===== src/rtl/rsk_pkg.sv =====
package rsk_pkg;

    localparam int RECORDS = 16;
    localparam int IDX_W = $clog2(RECORDS);
    localparam int CNT_W = $clog2(RECORDS + 1);
    localparam int REC_W = 64 + 64 + 32 + 32 + 10;

    localparam logic [1:0] KEY_NAME  = 2'd0;
    localparam logic [1:0] KEY_ID    = 2'd1;
    localparam logic [1:0] KEY_GRADE = 2'd2;

    typedef struct packed {
        logic [63:0] name_high;
        logic [63:0] name_middle;
        logic [31:0] name_low;
        logic [31:0] id;
        logic [9:0]  grade;
    } record_t;

    typedef struct packed {
        logic             wr_en;
        logic [IDX_W-1:0] wr_addr;
        logic             wr_from_input;
        logic             wr_from_a;
        logic [IDX_W-1:0] rd_addr;
        logic             load_a;
        logic             load_b;
        logic             emit;
        logic             emit_last;
    } dp_cmd_t;

    typedef struct packed {
        logic greater;
    } dp_status_t;

    function automatic logic name_greater(input logic [159:0] a, input logic [159:0] b);
        logic res;
        logic done;
        logic [7:0] x;
        logic [7:0] y;
        res = 1'b0;
        done = 1'b0;
        for (int k = 0; k < 20; k++)
        begin
            x = a[159 - 8*k -: 8];
            y = b[159 - 8*k -: 8];
            if (!done)
            begin
                if (x != y)
                begin
                    res = (x > y);
                    done = 1'b1;
                end
                else if (x == 8'd0)
                begin
                    done = 1'b1;
                end
            end
        end
        return res;
    endfunction

endpackage


===== src/rtl/rsk_controller.sv =====
module rsk_controller
    import rsk_pkg::*;
(
    input  logic       clk,
    input  logic       rst_n,
    input  logic       start,
    input  logic       last_in,
    input  dp_status_t status,
    output dp_cmd_t    cmd,
    output logic       busy
);

    typedef enum logic [7:0] {
        S_IDLE   = 8'b0000_0001,
        S_RDA    = 8'b0000_0010,
        S_RDB    = 8'b0000_0100,
        S_LDB    = 8'b0000_1000,
        S_CMP    = 8'b0001_0000,
        S_DEC    = 8'b0010_0000,
        S_WRB    = 8'b0100_0000,
        S_EMIT   = 8'b1000_0000
    } state_t;

    state_t           state_reg, state_next;
    logic [CNT_W-1:0] count_reg, count_next;
    logic [CNT_W-1:0] i_reg, i_next;
    logic [CNT_W-1:0] j_reg, j_next;
    logic             accept;

    assign accept = start && !busy;
    assign busy   = (state_reg != S_IDLE);

    always_comb
    begin
        state_next = state_reg;
        count_next = count_reg;
        i_next     = i_reg;
        j_next     = j_reg;
        cmd        = '0;
        case (state_reg)
            S_IDLE:
            begin
                if (accept)
                begin
                    if (count_reg < CNT_W'(RECORDS))
                    begin
                        cmd.wr_en         = 1'b1;
                        cmd.wr_addr       = count_reg[IDX_W-1:0];
                        cmd.wr_from_input = 1'b1;
                        count_next        = count_reg + 1'b1;
                    end
                    if (last_in)
                    begin
                        i_next = '0;
                        j_next = CNT_W'(1);
                        if (count_next < CNT_W'(2))
                        begin
                            state_next = (count_next == '0) ? S_IDLE : S_EMIT;
                        end
                        else
                        begin
                            state_next = S_RDA;
                        end
                    end
                end
            end
            S_RDA:
            begin
                cmd.rd_addr = i_reg[IDX_W-1:0];
                state_next  = S_RDB;
            end
            S_RDB:
            begin
                cmd.load_a  = 1'b1;
                cmd.rd_addr = j_reg[IDX_W-1:0];
                state_next  = S_LDB;
            end
            S_LDB:
            begin
                cmd.load_b = 1'b1;
                state_next = S_CMP;
            end
            S_CMP:
            begin
                state_next = S_DEC;
            end
            S_DEC:
            begin
                if (status.greater)
                begin
                    cmd.wr_en     = 1'b1;
                    cmd.wr_addr   = i_reg[IDX_W-1:0];
                    cmd.wr_from_a = 1'b0;
                    state_next    = S_WRB;
                end
                else if (j_reg + 1'b1 < count_reg)
                begin
                    j_next      = j_reg + 1'b1;
                    cmd.rd_addr = j_next[IDX_W-1:0];
                    state_next  = S_LDB;
                end
                else if (i_reg + CNT_W'(2) < count_reg)
                begin
                    i_next     = i_reg + 1'b1;
                    j_next     = i_reg + CNT_W'(2);
                    state_next = S_RDA;
                end
                else
                begin
                    i_next     = '0;
                    cmd.rd_addr = '0;
                    state_next = S_EMIT;
                end
            end
            S_WRB:
            begin
                cmd.wr_en     = 1'b1;
                cmd.wr_addr   = j_reg[IDX_W-1:0];
                cmd.wr_from_a = 1'b1;
                if (j_reg + 1'b1 < count_reg)
                begin
                    j_next     = j_reg + 1'b1;
                    state_next = S_RDA;
                end
                else if (i_reg + CNT_W'(2) < count_reg)
                begin
                    i_next     = i_reg + 1'b1;
                    j_next     = i_reg + CNT_W'(2);
                    state_next = S_RDA;
                end
                else
                begin
                    i_next     = '0;
                    state_next = S_EMIT;
                end
            end
            S_EMIT:
            begin
                cmd.rd_addr = i_reg[IDX_W-1:0];
                if (i_reg != '0)
                begin
                    cmd.rd_addr = i_reg[IDX_W-1:0];
                end
                state_next = S_EMIT;
                if (i_reg == count_reg)
                begin
                    cmd.emit      = 1'b1;
                    cmd.emit_last = 1'b1;
                    count_next    = '0;
                    state_next    = S_IDLE;
                end
                else
                begin
                    if (i_reg != '0)
                    begin
                        cmd.emit = 1'b1;
                    end
                    i_next = i_reg + 1'b1;
                    if (i_reg + 1'b1 == count_reg)
                    begin
                        cmd.emit = (i_reg != '0);
                    end
                end
            end
            default:
            begin
                state_next = S_IDLE;
            end
        endcase
    end

    always_ff @(posedge clk or negedge rst_n)
    begin
        if (!rst_n)
        begin
            state_reg <= S_IDLE;
            count_reg <= '0;
            i_reg     <= '0;
            j_reg     <= '0;
        end
        else
        begin
            state_reg <= state_next;
            count_reg <= count_next;
            i_reg     <= i_next;
            j_reg     <= j_next;
        end
    end

endmodule


===== config.mk =====
export PLATFORM = sky130hd
export DESIGN_NAME = rsk_controller
export DESIGN_NICKNAME = d
export VERILOG_FILES = /design/src/rtl/rsk_pkg.sv /design/src/rtl/rsk_controller.sv
export SDC_FILE = /design/constraint.sdc
export NUM_CORES = 1
export LEC_CHECK = 0
export BUFFER_PORTS_ARGS = -buffer_cell sky130_fd_sc_hd__buf_2
export CAP_MARGIN = 15
export CORE_UTILIZATION = 50
export DETAILED_ROUTE_END_ITERATION = 7
export HOLD_SLACK_MARGIN = 0.05
export PLACE_DENSITY = 0.72
export SLEW_MARGIN = 5
export SYNTH_ARGS = -nofsm -noshare
export SYNTH_HDL_FRONTEND = slang
export SYNTH_SLANG_ARGS = --single-unit

===== constraint.sdc =====
create_clock -name clk -period 3.31 [get_ports clk]
set_clock_uncertainty 0.05 [all_clocks]
set_input_delay 0.4965 -clock clk [delete_from_list [all_inputs] [get_ports clk]]
set_output_delay 0.4965 -clock clk [all_outputs]
set_load 0.01 [all_outputs]

## Word level (Yosys, flattened, before mapping)

Index checks and enable logic that the tools add are counted.

| cells by class | value |
|---|---|
| $add $sub $neg | 4 |
| magnitude comparators | 4 |
| eq/ne operators | 16 |
| multiplexer cells | 45 |
| reduce and logical (&&, ||, !) cells | 12 |

Operators with widths:

| operator | count |
|---|---|
| 5-bit two-way mux | 17 |
| 8-bit two-way mux | 9 |
| 8-bit one-hot mux with 8 select lines | 1 |
| 5-bit one-hot mux with 3 select lines | 2 |
| 5-bit one-hot mux with 4 select lines | 1 |
| 5-bit by 1-bit adder with 5-bit output (second input constant) | 3 |
| 6-bit two-way mux | 2 |
| 4-bit one-hot mux with 3 select lines | 1 |
| 5-bit equality test | 2 |
| 5-bit less-than comparator | 2 |
| 2-bit inequality test (second input constant) | 5 |
| 5-bit one-hot mux with 2 select lines | 1 |
| 8-bit by 1-bit equality test with 1-bit output (second input constant) | 1 |
| 8-bit by 2-bit equality test with 1-bit output (second input constant) | 1 |
| 8-bit by 3-bit equality test with 1-bit output (second input constant) | 1 |
| 8-bit by 4-bit equality test with 1-bit output (second input constant) | 1 |
| 8-bit by 5-bit equality test with 1-bit output (second input constant) | 1 |
| 8-bit by 6-bit equality test with 1-bit output (second input constant) | 1 |
| 8-bit by 7-bit equality test with 1-bit output (second input constant) | 1 |
| 8-bit equality test (second input constant) | 1 |
| 1-bit two-way mux | 8 |
| 4-bit two-way mux | 2 |
| 8-bit by 1-bit inequality test with 1-bit output (second input constant) | 1 |
| 5-bit by 2-bit adder with 5-bit output (second input constant) | 1 |
| other kinds (15) | 15 |

| word-level totals | value |
|---|---|
| bits in registers | 23 |
| bits of input ports | 5 |
| output and inout port bits | 16 |
| logic and storage cells | 85 |

## Logic depth before layout (Yosys ltp)

| depth | value |
|---|---|
| depth in word-level cells | 11 |
| depth in mapped cells | 11 |
| mapped depth without buffers | 9 |

## Least setup slack after synthesis

OpenSTA, ideal clock, no wires.

| timing | value |
|---|---|
| kind | reg-to-output |
| start point | register j_reg[0] |
| end point | output port cmd[7] (netlist name) |
| arrival time | 2.248 ns |
| required time | 2.763 ns |
| setup slack | 0.516 ns |
| stages on the path, launching flop included | 9 |
| buffers on the path | 0 |
| path through | dfrtp_1 -> ha_1 -> xor2_1 -> ha_1 -> a21o_1 -> a31oi_1 -> o21ai_1 -> or2_2 -> o21ai_0 |

RTL lines:

| element | RTL line | RTL |
|---|---|---|
| from (decl) | rsk_controller.sv:27 | `logic [CNT_W-1:0] j_reg, j_next;` |
| from (signal assigned) | rsk_controller.sv:186 | `j_reg <= j_next;` |
| to (decl) | rsk_controller.sv:9 | `output dp_cmd_t cmd,` |

==> results.ini <==
[clock_network]
clock_path_buffers=2
root_buffer=clkbuf_8
cts.sinks=23
hold_buffers=0
htree_num_levels=1
clk_latency_ns=0.28
numCtsBuffers=3
clk_pin_slew_ns=0.09
cts_tree=built

[timing]
final.min_clock_period_ns=3.099
finalHoldViolCount=0
fin_ws_ns=0.2114
timing.final.crit_share=0.9361
fmax_mhz=322.7
setup_viol=0
maxSlewHeadroom=0.6060
setup_tns_ns=0
tightest_slew_ns=0.5895
slew_viol_final=0
rsz0062_at_grt=no

[critical_path]
cpMostUsedCell=ha_1
worstPathMaxFanout=5
slowest_delay_ns=0.43
r2r-start=i_reg[2]
critPathArrivalTime_ns=2.55
critPathCaptureType=output port
crit_required_ns=2.76
cp-start-kind=flop
r2r_slack_ns=0.57
r2r-end=j_reg[2]
crit_start=j_reg[1]
critPathSlowestCell=dfrtp_1
worst-setup-path-type=reg2out
rr_worst_depth=9
path_cells=ha_1 -> xor2_2 -> ha_1 -> a21o_1 -> a31oi_1 -> o21ai_1 -> or2_2 -> nand2b_1 -> nand2_1 -> buf_2

[layout]
nets=260
drive_gt1_frac=0.1632
largest_reg_flops=8
final_cell_mix=22 x dfrtp_1, 21 x nand2_1, 20 x buf_2
fillers=391
area_delta_synth_final_pct=8.696
n_antenna_cell=0
final_common_cell=dfrtp_1

[logic_synthesis]
synthMuxAreaShare=0.005191
yosys.area_share.simple=0.2563
synth.avg_cell_area_um2=8.494
synth_async_sr_flop_share=1.000
synth_area_um2=1928
synth_top_family_by_area=simple AND/OR/NAND/NOR gates
synth-main-ff-cell=dfrtp_1
ys.warnings.count=0
ys_ff_latch=23
syn-num-nets=247
syn_inst=227
ys_types=52
synth_fa_ha_area_frac=0.09734
synth_xor_xnor_area_share=0.05905
ys_seq_area_frac=0.2992
synth_edf_count=0
synth_compound_area_frac=0.2219

[die]
dieArea_um2=4109
num_rows=22
initial_core_util=0.5227
io-pin-count=21
chipHeight_um=64.10
coreArea_um2=3689
die_w_um=64.10

[global_routing]
grt_antenna_before_repair=0
grt_pass1_wl_mm=8.245
grt_max_degree=24
gr-total-overflow=0
grt_usage=0.2620
grt_pass1_vias=1629

[routing]
vias=1757
vias_per_cell=6.122
drtPass1Iterations=4
drtIter0Drc=120
ant_nets=0
wirelength_mm=4.850
drc_errors=0
wl_per_cell_um=16.90

[pwr]
power_density_nw_per_um2=653.2
ir_drop_v=0.0003866
total_power_uw=1369
p_leak_uw=0.0009983

[worst_hold_path]
hp-class=in2async

[place]
numPortBuffers=20
gp_congestion=0.8926
dp_hpwl_mm=3.580
preCtsSetupSlack_ns=0.5296

[flow_run]
drv_cap=0

[status]
status=completed

[logic make-up (layout without fill, tap and decap cells)]
family	Yosys count	in the layout
xor gates and xnor gates	13	13
AOI/OAI and AO/OA	62	62
buffers and inverters	29	41
muxes	1	1
adders and majority gates	15	15
and+or+nand+nor	84	84
DFF	23	23
[cell type report]
type,count,area [um^2],area share
inverters,15,56.30,0.02687
repair buffers,22,115.1,0.05493
multi-input cells,175,1241,0.5922
well taps,48,60.06,0.02866
flip-flops and latches,23,576.8,0.2752
clock inverters,1,5.005,0.002388
clock buffers,3,41.29,0.01970
[where the power goes]
part           switching [uW]  internal, uW
clock network            96.9          84.4
logic                     469           298
registers                92.4           329
total                     658           711
[cells in the mapped netlist (all sizes together), types with 2 or more instances]
cell / n / area [um^2]
inv: 15 / 56.30
nor4: 2 / 33.78
o2111ai: 2 / 17.52
a21o: 2 / 15.01
nor2b: 4 / 25.02
and3: 3 / 18.77
buf: 2 / 16.26
and4b: 2 / 20.02
nor2: 15 / 56.30
a22o: 2 / 17.52
a222oi: 4 / 40.04
nand4b: 2 / 17.52
nand2: 21 / 78.83
or2: 2 / 15.02
a31oi: 2 / 12.51
o211ai: 2 / 15.01
nor3: 4 / 25.02
xor2: 6 / 52.55
or3: 2 / 12.51
ha: 15 / 187.7
and2: 4 / 25.02
o21ai: 21 / 105.1
nand2b: 6 / 37.54
a21oi: 12 / 60.06
nand3: 7 / 35.03
dfrtp: 22 / 550.5
clkbuf: 12 / 45.04
a22oi: 3 / 22.52
nor4b: 7 / 73.82
o31ai: 2 / 25.02
xnor2: 7 / 61.31
nand4: 2 / 12.51
[stage by stage]
| step | hold WS, ns | cells | utilization | area, um^2 |
|---|---|---|---|---|
| after CTS | 0.1615 | 287 | 0.5661 | 2088 |
| after global routing | 0.1644 | 287 | 0.5682 | 2096 |
| after floorplan | 0.1509 | 227 | - | 1928 |
| final | 0.1414 | 287 | 0.5682 | 2096 |
| after detailed placement | 0.4613 | 283 | 0.5536 | 2042 |
| after global placement | 0.4576 | 283 | 0.5536 | 2042 |
[layer usage]
metal | wire length [um] | global-route usage
met1 | 2172 | 0.3590
met2 | 2293 | 0.4082
met4 | 106 | 0.09722
met5 | 0 | 0
met3 | 278 | 0.05000
[critical path: cells and delay by family (launching register included)]
kind | cells | cell delay, ns
compound gates | 3 | 0.42
fa+ha+maj | 2 | 0.57
xor+xnor | 1 | 0.20
buf+inv | 1 | 0.12
flops | 1 | 0.43
simple gates | 3 | 0.55
[timing repair]
| item | CTS | global route |
|---|---|---|
| endpoints found under the setup margin | 0 | 1 |
| resized for setup | 0 | 1 |
| hold endpoints to repair | 0 | 0 |
| buffers inserted | 0 | 0 |
[worst max path at each step]
| stage | end | slack, ns | cells after the start |
|---|---|---|---|
| after floorplan | cmd[7] | 0.52 | 8 |
| after global placement | cmd[6] | 0.57 | 10 |
| after detailed placement | cmd[6] | 0.53 | 10 |
| after CTS | cmd[6] | 0.22 | 10 |
| after global routing | cmd[6] | 0.009 | 10 |
| final | cmd[6] | 0.21 | 10 |
Power figures use the tool's default switching activity.
