<file path="src/rtl/rsk_pkg.sv">
package rsk_pkg;

    localparam int RECORDS = 16;
    localparam int IDX_W = $clog2(RECORDS);
    localparam int CNT_W = $clog2(RECORDS + 1);
    localparam int REC_W = 64 + 64 + 32 + 32 + 10;

    localparam logic [1:0] KEY_NAME  = 2'd0;
    localparam logic [1:0] KEY_ID    = 2'd1;
    localparam logic [1:0] KEY_GRADE = 2'd2;

    typedef struct packed {
        logic [63:0] name_high;
        logic [63:0] name_middle;
        logic [31:0] name_low;
        logic [31:0] id;
        logic [9:0]  grade;
    } record_t;

    typedef struct packed {
        logic             wr_en;
        logic [IDX_W-1:0] wr_addr;
        logic             wr_from_input;
        logic             wr_from_a;
        logic [IDX_W-1:0] rd_addr;
        logic             load_a;
        logic             load_b;
        logic             emit;
        logic             emit_last;
    } dp_cmd_t;

    typedef struct packed {
        logic greater;
    } dp_status_t;

    function automatic logic name_greater(input logic [159:0] a, input logic [159:0] b);
        logic res;
        logic done;
        logic [7:0] x;
        logic [7:0] y;
        res = 1'b0;
        done = 1'b0;
        for (int k = 0; k < 20; k++)
        begin
            x = a[159 - 8*k -: 8];
            y = b[159 - 8*k -: 8];
            if (!done)
            begin
                if (x != y)
                begin
                    res = (x > y);
                    done = 1'b1;
                end
                else if (x == 8'd0)
                begin
                    done = 1'b1;
                end
            end
        end
        return res;
    endfunction

endpackage

</file>
<file path="src/rtl/rsk_ram.sv">
module rsk_ram #(
    parameter int WIDTH = 8,
    parameter int DEPTH = 16
) (
    input  logic                     clk,
    input  logic                     wr_en,
    input  logic [$clog2(DEPTH)-1:0] wr_addr,
    input  logic [WIDTH-1:0]         wr_data,
    input  logic [$clog2(DEPTH)-1:0] rd_addr,
    output logic [WIDTH-1:0]         rd_data
);

    logic [WIDTH-1:0] mem [DEPTH];

    always_ff @(posedge clk)
    begin
        if (wr_en)
        begin
            mem[wr_addr] <= wr_data;
        end
        rd_data <= mem[rd_addr];
    end

endmodule

</file>
<file path="src/rtl/rsk_datapath.sv">
module rsk_datapath
    import rsk_pkg::*;
(
    input  logic        clk,
    input  logic        rst_n,
    input  dp_cmd_t     cmd,
    output dp_status_t  status,
    input  logic [1:0]  key_sel,
    input  record_t     in_rec,
    output logic [63:0] sorted_name_high,
    output logic [63:0] sorted_name_middle,
    output logic [31:0] sorted_name_low,
    output logic signed [31:0] sorted_id,
    output logic [9:0]  sorted_grade,
    output logic        sorted_last,
    output logic        result_valid
);

    record_t rd_data;
    record_t wr_data;
    record_t a_reg;
    record_t b_reg;
    record_t out_reg;
    logic    last_reg;
    logic    valid_reg;
    logic    greater_reg;
    logic    greater_next;

    assign wr_data = cmd.wr_from_input ? in_rec : (cmd.wr_from_a ? a_reg : b_reg);

    rsk_ram #(.WIDTH(REC_W), .DEPTH(RECORDS)) u_ram (
        .clk     (clk),
        .wr_en   (cmd.wr_en),
        .wr_addr (cmd.wr_addr),
        .wr_data (wr_data),
        .rd_addr (cmd.rd_addr),
        .rd_data (rd_data)
    );

    always_comb
    begin
        case (key_sel)
            KEY_NAME:  greater_next = name_greater({a_reg.name_high, a_reg.name_middle,
                                      a_reg.name_low}, {b_reg.name_high, b_reg.name_middle,
                                      b_reg.name_low});
            KEY_ID:    greater_next = $signed(a_reg.id) > $signed(b_reg.id);
            KEY_GRADE: greater_next = a_reg.grade > b_reg.grade;
            default:   greater_next = 1'b0;
        endcase
    end

    always_ff @(posedge clk)
    begin
        if (cmd.load_a)
        begin
            a_reg <= rd_data;
        end
        if (cmd.load_b)
        begin
            b_reg <= rd_data;
        end
        if (cmd.emit)
        begin
            out_reg <= rd_data;
        end
        greater_reg <= greater_next;
    end

    always_ff @(posedge clk or negedge rst_n)
    begin
        if (!rst_n)
        begin
            valid_reg <= 1'b0;
            last_reg  <= 1'b0;
        end
        else
        begin
            valid_reg <= cmd.emit;
            last_reg  <= cmd.emit_last;
        end
    end

    assign status.greater     = greater_reg;
    assign sorted_name_high   = out_reg.name_high;
    assign sorted_name_middle = out_reg.name_middle;
    assign sorted_name_low    = out_reg.name_low;
    assign sorted_id          = out_reg.id;
    assign sorted_grade       = out_reg.grade;
    assign sorted_last        = last_reg;
    assign result_valid       = valid_reg;

endmodule

</file>
<file path="config.mk">
export PLATFORM = sky130hd
export DESIGN_NAME = rsk_datapath
export DESIGN_NICKNAME = d
export VERILOG_FILES = /design/src/rtl/rsk_pkg.sv /design/src/rtl/rsk_ram.sv /design/src/rtl/rsk_datapath.sv
export SDC_FILE = /design/constraint.sdc
export NUM_CORES = 2
export LEC_CHECK = 0
export BUFFER_PORTS_ARGS = -buffer_cell sky130_fd_sc_hd__buf_2
export CAP_MARGIN = 20
export CORE_UTILIZATION = 49
export CTS_BUF_LIST = sky130_fd_sc_hd__clkbuf_4 sky130_fd_sc_hd__clkbuf_8 sky130_fd_sc_hd__clkbuf_16
export CTS_CLUSTER_SIZE = 25
export DETAILED_ROUTE_END_ITERATION = 8
export GPL_TIMING_DRIVEN = 0
export PLACE_DENSITY = 0.68
export SLEW_MARGIN = 20
export SYNTH_ARGS = -nofsm -noshare
export SYNTH_HDL_FRONTEND = slang
export SYNTH_SLANG_ARGS = --single-unit
</file>
<file path="constraint.sdc">
create_clock -name clk -period 2.5 [get_ports clk]
set_input_delay 0.375 -clock clk [delete_from_list [all_inputs] [get_ports clk]]
set_output_delay 0.375 -clock clk [all_outputs]
set_load 0.03 [all_outputs]
</file>
==> Word-level counts from Yosys, hierarchy flattened <==
Memory sizes are Yosys's and may differ from the RTL's. A register that Yosys moved wholly into a read port is not among the register bits.
Index checks and enable logic that the tools add are counted.
{ "classes": {"order_cmp": 22, "n_eq_ne": 22, "muxes": 127, "n_reduce_logical": 20} }
{ "op_table": {"columns": ["cell", "count"], "rows": [
  ["$mux 202", 2],
  ["$gt 8x8->1", 20],
  ["$ne 8x8->1", 20],
  ["$logic_not 8->1", 19],
  ["$mux 1", 124],
  ["$gt 32x32->1", 1],
  ["$gt 10x10->1", 1],
  ["$pmux 1 s3", 1],
  ["$eq 2x1->1 const B", 1],
  ["$eq 2x2->1 const B", 1],
  ["$logic_not 2->1", 1]
]} }
{ "totals": {"regBits": 609, "mem_bits_rw": 3232, "output_inout_bits": 205, "word_cells": 210, "memories": 1} }
{ "memory_table": {"columns": ["name", "depth", "word_bits", "read_ports", "rd_ports_with_merged_regs", "write_ports", "line_no", "source"], "rows": [
  ["u_ram.mem", 16, 202, 1, 1, 1, "rsk_ram.sv:13", "logic [WIDTH-1:0] mem [DEPTH];"]
]} }

==> Logic depth before layout (Yosys ltp) <==
{ "logic_depth": {"word_depth": 50, "depth_mapped": 11} }

==> Modules after synthesis <==
A second synthesis with hierarchy kept.
{ "unflattened": {"hier_cells": 7380, "area_unflattened_um2": 153457.2} }
{ "modules_own_cells": {"columns": ["mod", "instances", "cells_per_inst", "area_each_um2"], "rows": [
  ["rsk_ram", 1, 5264, 125271.4],
  ["rsk_datapath", 1, 2116, 28185.8]
]} }

==> Worst setup path after synthesis <==
Ideal clock, no wire load.
{ "synth_path": {"path_type": "input -> register", "from": "input port cmd[12] in the netlist's numbering", "to": "memory u_ram.mem[0][0] in the netlist's numbering, enable pin", "arrival_ns": 14.489, "slack_ns": -13.003, "path_stages": 2, "path_buffers": 0, "path_cell_list": "or3b_2 -> nor3_1"} }
{ "synth_lines": {"columns": ["item", "line_no", "source"], "rows": [
  ["start, declared", "rsk_datapath.sv:6", "input dp_cmd_t cmd,"],
  ["end, declared", "rsk_ram.sv:13", null]
]} }
Straight into the memory's write port.

==> Worst setup path after layout <==
{ "layout_path": {"from": "register a_reg[134] in the netlist's numbering", "to": "register greater_reg, in the netlist status"} }
{ "layout_between": {"elab_chain_len": 32} }
{ "layout_lines": {"columns": ["item", "line_no", "source"], "rows": [
  ["start, declared", "rsk_datapath.sv:21", "record_t a_reg;"],
  ["start signal, assigned", "rsk_datapath.sv:56", "a_reg <= rd_data;"],
  ["parallel branches: the longest is 30 deep, another holds $gt 8x8->1", null, null],
  ["$mux 1 *", "rsk_pkg.sv:47", "if (!done)"],
  ["$pmux 1 s3 *", "rsk_datapath.sv:42", "case (key_sel)"],
  ["net greater_next", "rsk_datapath.sv:27", "logic greater_next;"],
  ["end signal, assigned", "rsk_datapath.sv:66", "greater_reg <= greater_next;"],
  ["end, declared", "rsk_datapath.sv:26", "logic greater_reg;"]
]} }
Mark *: on every way through the listed nets, which the timed path passes. The select of a mux whose other input is x is not followed.
A chain may end at the register's enable or synchronous reset.

==> results.md <==
Place:
- In this run the tool buffered the top-level ports with 419 buffer cells.
- After legalization and detailed placement, the total HPWL measured 272000 µm.
- The cell count after placement is 11.7k.
- The total cell area at the placement stage is 167000 µm².
- The congestion estimate from routability-driven global placement came to 0.820.

Global routing:
- For met3 alone, demand over resource in global routing was 0.0484.
- The via count of the first global-routing pass was 78.9k.
- After global routing the overflow that remains totals 0.
- The maximum number of pins on one net before global-route repair is 75.
- After global routing, the most crowded layer is met2.
- The met2 routing resource usage after global routing is 0.422.
- For met1 alone, demand over resource in global routing was 0.350.
- For this run, the total global-route usage over all layers was measured as 0.258.
- The wire length of the first global-routing pass is 574000 µm.
- The number of antenna violations at the first check in global routing is 34.

Floorplanning:
- The placement row count is 204.
- The x dimension of the die is 561 µm.
- The die outline area is 315000 µm².
- The total core area is 310000 µm².
- The floorplan die height is 561 µm.
- For this configuration, the core starts out at a cell density of 0.495.
- The I/O pin count is 426.

STA:
- On the final layout, the worst clock skew is 0.0566 ns.
- Setup violations remaining at the end of the flow were counted as 11.
- The smallest hold slack is -0.0358 ns.
- Headroom to the max-slew limit came out at 0.227.
- Of the available clock period, the critical path in the final layout requires 1.32.
- The final-report max-slew violation count was 0.
- The final count of hold timing violations is 48.
- The setup slack of the critical path after layout is -0.799 ns.
- The post-route minimum period is 3.30 ns.
- Timing would allow up to 303 MHz.
- The transition time at the pin with the least slew margin is 1.16 ns.
- Setup repair after global routing could not meet its margin everywhere.

Run status:
- The run finished, with violations left.
- The final reports fail on negative hold slack, negative setup slack.

Logic synthesis:
- In the post-synthesis netlist, the biggest area contributors are edfxtp_1 75%, mux4_2 15%, dfxtp_1 2.7%.
- The number of nets in the synthesized netlist is 7277.
- The cell area after technology mapping is 153000 µm².
- The synthesized netlist contains 60 unique library cells.
- The largest total area in the synthesized netlist belongs to edfxtp_1.
- The number of standard cells after synthesis is 6854.
- Of the post-synthesis cell area, the dominant cell type holds 0.752.
- The dominant register cell in the synthesized netlist is edfxtp_1.
- The mean area per synthesized cell is 22.4 µm².
- The share of async-settable or async-resettable flops after synthesis is 0.000495.
- The sequential fraction of the synthesis area is 0.779.
- The register bit total from synthesis is 4043.
- For this run, the number of Yosys warnings is 0.
- The number of enable flip-flop cells after synthesis is 3838.

Layout:
- The final-layout fill cell count is 21.7k.
- The register with the most flip-flops in the layout has 3232 of them.
- The library cell used most frequently in the layout, excluding fill and tap cells, is edfxtp_1.
- The final-stage net count is 8574.
- The area growth from synthesis to layout is 19.5%.
- In the final layout, the share of cells above drive strength 1 is 0.335.
- More flip-flops sit in one register than any other, and that register is u_ram.mem.
- In the layout the commonest cells are 3838 x edfxtp_1, 997 x mux4_2, 503 x buf_2.
- After routing the design area is 183000 µm².
- After the flow finishes, the layout carries non-filler instances totaling 12.6k.

Pwr:
- The share of total power in sequential cells is 0.518.
- The total power divided by cell area is 827 nW/µm².
- For this design the total switching power over the nets is 33.8 mW.
- In this run the static leakage power is 61.9 nW.
- IR analysis of the VDD net gives a maximum drop of 0.000558 V.
- The internal power of the cells totals 118 mW.
- Of the total power, the clock network draws 0.412.
- Of the total power, the share spent switching nets is 0.223.
- The combinational share of power is 0.070.

CTS:
- The H-tree was split into 5 levels.
- The clock edge transition at the registers on the reported setup and hold paths is 0.06 ns.
- TritonCTS built the clock tree.
- The clock sink total is 4043.
- For the worst-skew pair, the clock arrives at the later sink with an insertion delay of 0.96 ns.
- The cell sitting at the root of the clock tree is a clkbuf_16.
- The number of buffers inserted during clock tree synthesis is 404.
- The clock passes through at most 4 buffers.

Worst setup path:
- The endpoint identified for the worst register-to-register timing path is status$_DFF_P_.
- The worst setup path is captured at a flip-flop.
- The classification of the worst setup path is flip-flop to flip-flop.
- The dominant delay contributor by cell family on the critical path is simple AND/OR/NAND/NOR gates.
- For flop-to-flop paths, the worst setup slack is -0.80 ns.
- The arrival time reported for the critical path endpoint is 4.11 ns.
- The required time at the endpoint of the critical path is 3.31 ns.
- The delay contributed by the slowest stage of the critical path is 0.54 ns.
- The signal on the critical path passes through ha_4, nand4_4, a211oi_4, nand4_4, nor4b_4, buf_4, nand2_4, nor4b_4, o32a_1, o211ai_2, o211a_1.
- The launch instance of the worst register-to-register path is a_reg[134]$_DFFE_PP_.
- The number of buffers and inverters on the critical path is 1.
- Of all nets on the critical path, the largest fanout is 3.
- The category of the worst setup path launch point is a flip-flop.
- The depth of the worst register-to-register path is 11.
- The slowest library cell on the worst path is nor4b_4.

Route:
- The first TritonRoute pass finished after 5 iterations.
- The detail-routed net length per standard cell is 32.2 µm.
- The iteration-0 DRC count of the detailed router is 9650.
- The routed via count is 76.8k.
- The count of nets left with antenna violations once routing finished came out at 0.
- Summed over all layers, the routed wires come to 407000 µm.
- The DRC violation count after routing is 0.
- In the routed layout, each cell is associated on average with a via count of 6.08.

Worst hold path:
- The worst hold path was traced through 3 stages.
- The min-delay analysis places its worst path in the category primary input to flip-flop.
- The startpoint identified for the worst hold timing path is in_rec[175].
- The capture endpoint of the worst hold path is u_ram.mem[15][175]$_DFFE_PP_.

Job:
- The max-cap check violation count is 0.
-- Yosys cell counts, drive strengths merged, types with 41 or more instances --
| cell | count |
|---|---|
| o21ai | 242 |
| mux4 | 997 |
| inv | 208 |
| clkbuf | 188 |
| nor4 | 41 |
| nand4 | 44 |
| nor2 | 48 |
| edfxtp | 3838 |
| ha | 202 |
| a21oi | 69 |
| mux2i | 216 |
| buf | 109 |
| nand2 | 240 |
| dfxtp | 203 |
-- layer usage --
layer / up-vias / routed length (µm)
met5: - / 85
met4: 12 / 14700
met3: 598 / 37700
met2: 4171 / 200000
met1: 40800 / 155000
li1: 31300 / -
-- cell families (layout without fill, tap and decap cells) --
group | count (synthesis) | after routing | synth area share
AOI/OAI and AO/OA | 423 | 423 | 0.0160
adders and majority gates | 202 | 202 | 0.0165
buffers and inverters | 505 | 2152 | 0.0130
DFF | 4043 | 4043 | 0.779
muxes | 1213 | 1213 | 0.161
other | 0 | 11 | 0
and+or+nand+nor | 468 | 468 | 0.0150
-- worst max-delay path by stage --
stage,cells past startpoint,endpoint,slack [ns],start
after global placement,3,u_ram.mem[4][116]$_DFFE_PP_,-10.52,cmd[13]
after floorplan,2,u_ram.mem[0][0]$_DFFE_PP_,-3.62,cmd[12]
after CTS,11,status$_DFF_P_,-0.71,a_reg[132]$_DFFE_PP_
after global routing,11,status$_DFF_P_,-0.89,a_reg[134]$_DFFE_PP_
final,11,status$_DFF_P_,-0.80,a_reg[134]$_DFFE_PP_
after detailed placement,10,status$_DFF_P_,-2.16,a_reg[175]$_DFFE_PP_
-- worst min-delay path: cells and delay by family --
kind | cells | cell delay (ns)
and+or+nand+nor | 1 | 0.06
AOI/OAI and AO/OA | 1 | 0.22
buffers and inverters | 1 | 0.08
-- through the flow --
step,setup TNS (ns),power [mW],worst slack (ns),util
6_report,-0.870,152,-0.799,0.591
5_1_grt,-0.937,156,-0.894,0.591
4_1_cts,-1.82,152,-0.713,0.589
3_5_place_dp,-3292.72,90.1,-2.16,0.539
3_3_place_gp,-,89.4,-10.52,0.518
2_1_floorplan,-7027.40,85.2,-3.62,-
-- layout make-up --
type                    instances  area (µm²)  area share
inverters                     208         781     0.00426
clock inverters               208        2300      0.0126
flip-flops and latches       4043      119000       0.652
diodes                         11        27.5    0.000150
repair buffers                892        9710      0.0530
multi-input cells            2306       32900       0.180
well taps                    4120        5150      0.0282
plain buffers                 296        1310     0.00713
clock buffers                 548       11600      0.0632
-- repair_timing --
| action | CTS | global route |
|---|---|---|
| buffers inserted | 31 | 18 |
| pin swaps | 29 | 23 |
| gates resized for setup | 110 | 67 |
| hold buffers | 74 | 6 |
| setup endpoints to repair | 1226 | 785 |
| endpoints found under the hold margin | 980 | 35 |
-- power groups by stage --
stage / Sequential (mW) / Combinational (mW) / Clock, mW
after floorplan: 80.0 / 5.23 / 0
after CTS: 78.6 / 10.5 / 63.1
after global placement: 80.2 / 9.20 / 0
after global routing: 78.7 / 11.3 / 65.6
final: 78.5 / 10.6 / 62.4
after detailed placement: 80.0 / 10.2 / 0
Note: power is estimated with default switching activity, not from simulation.
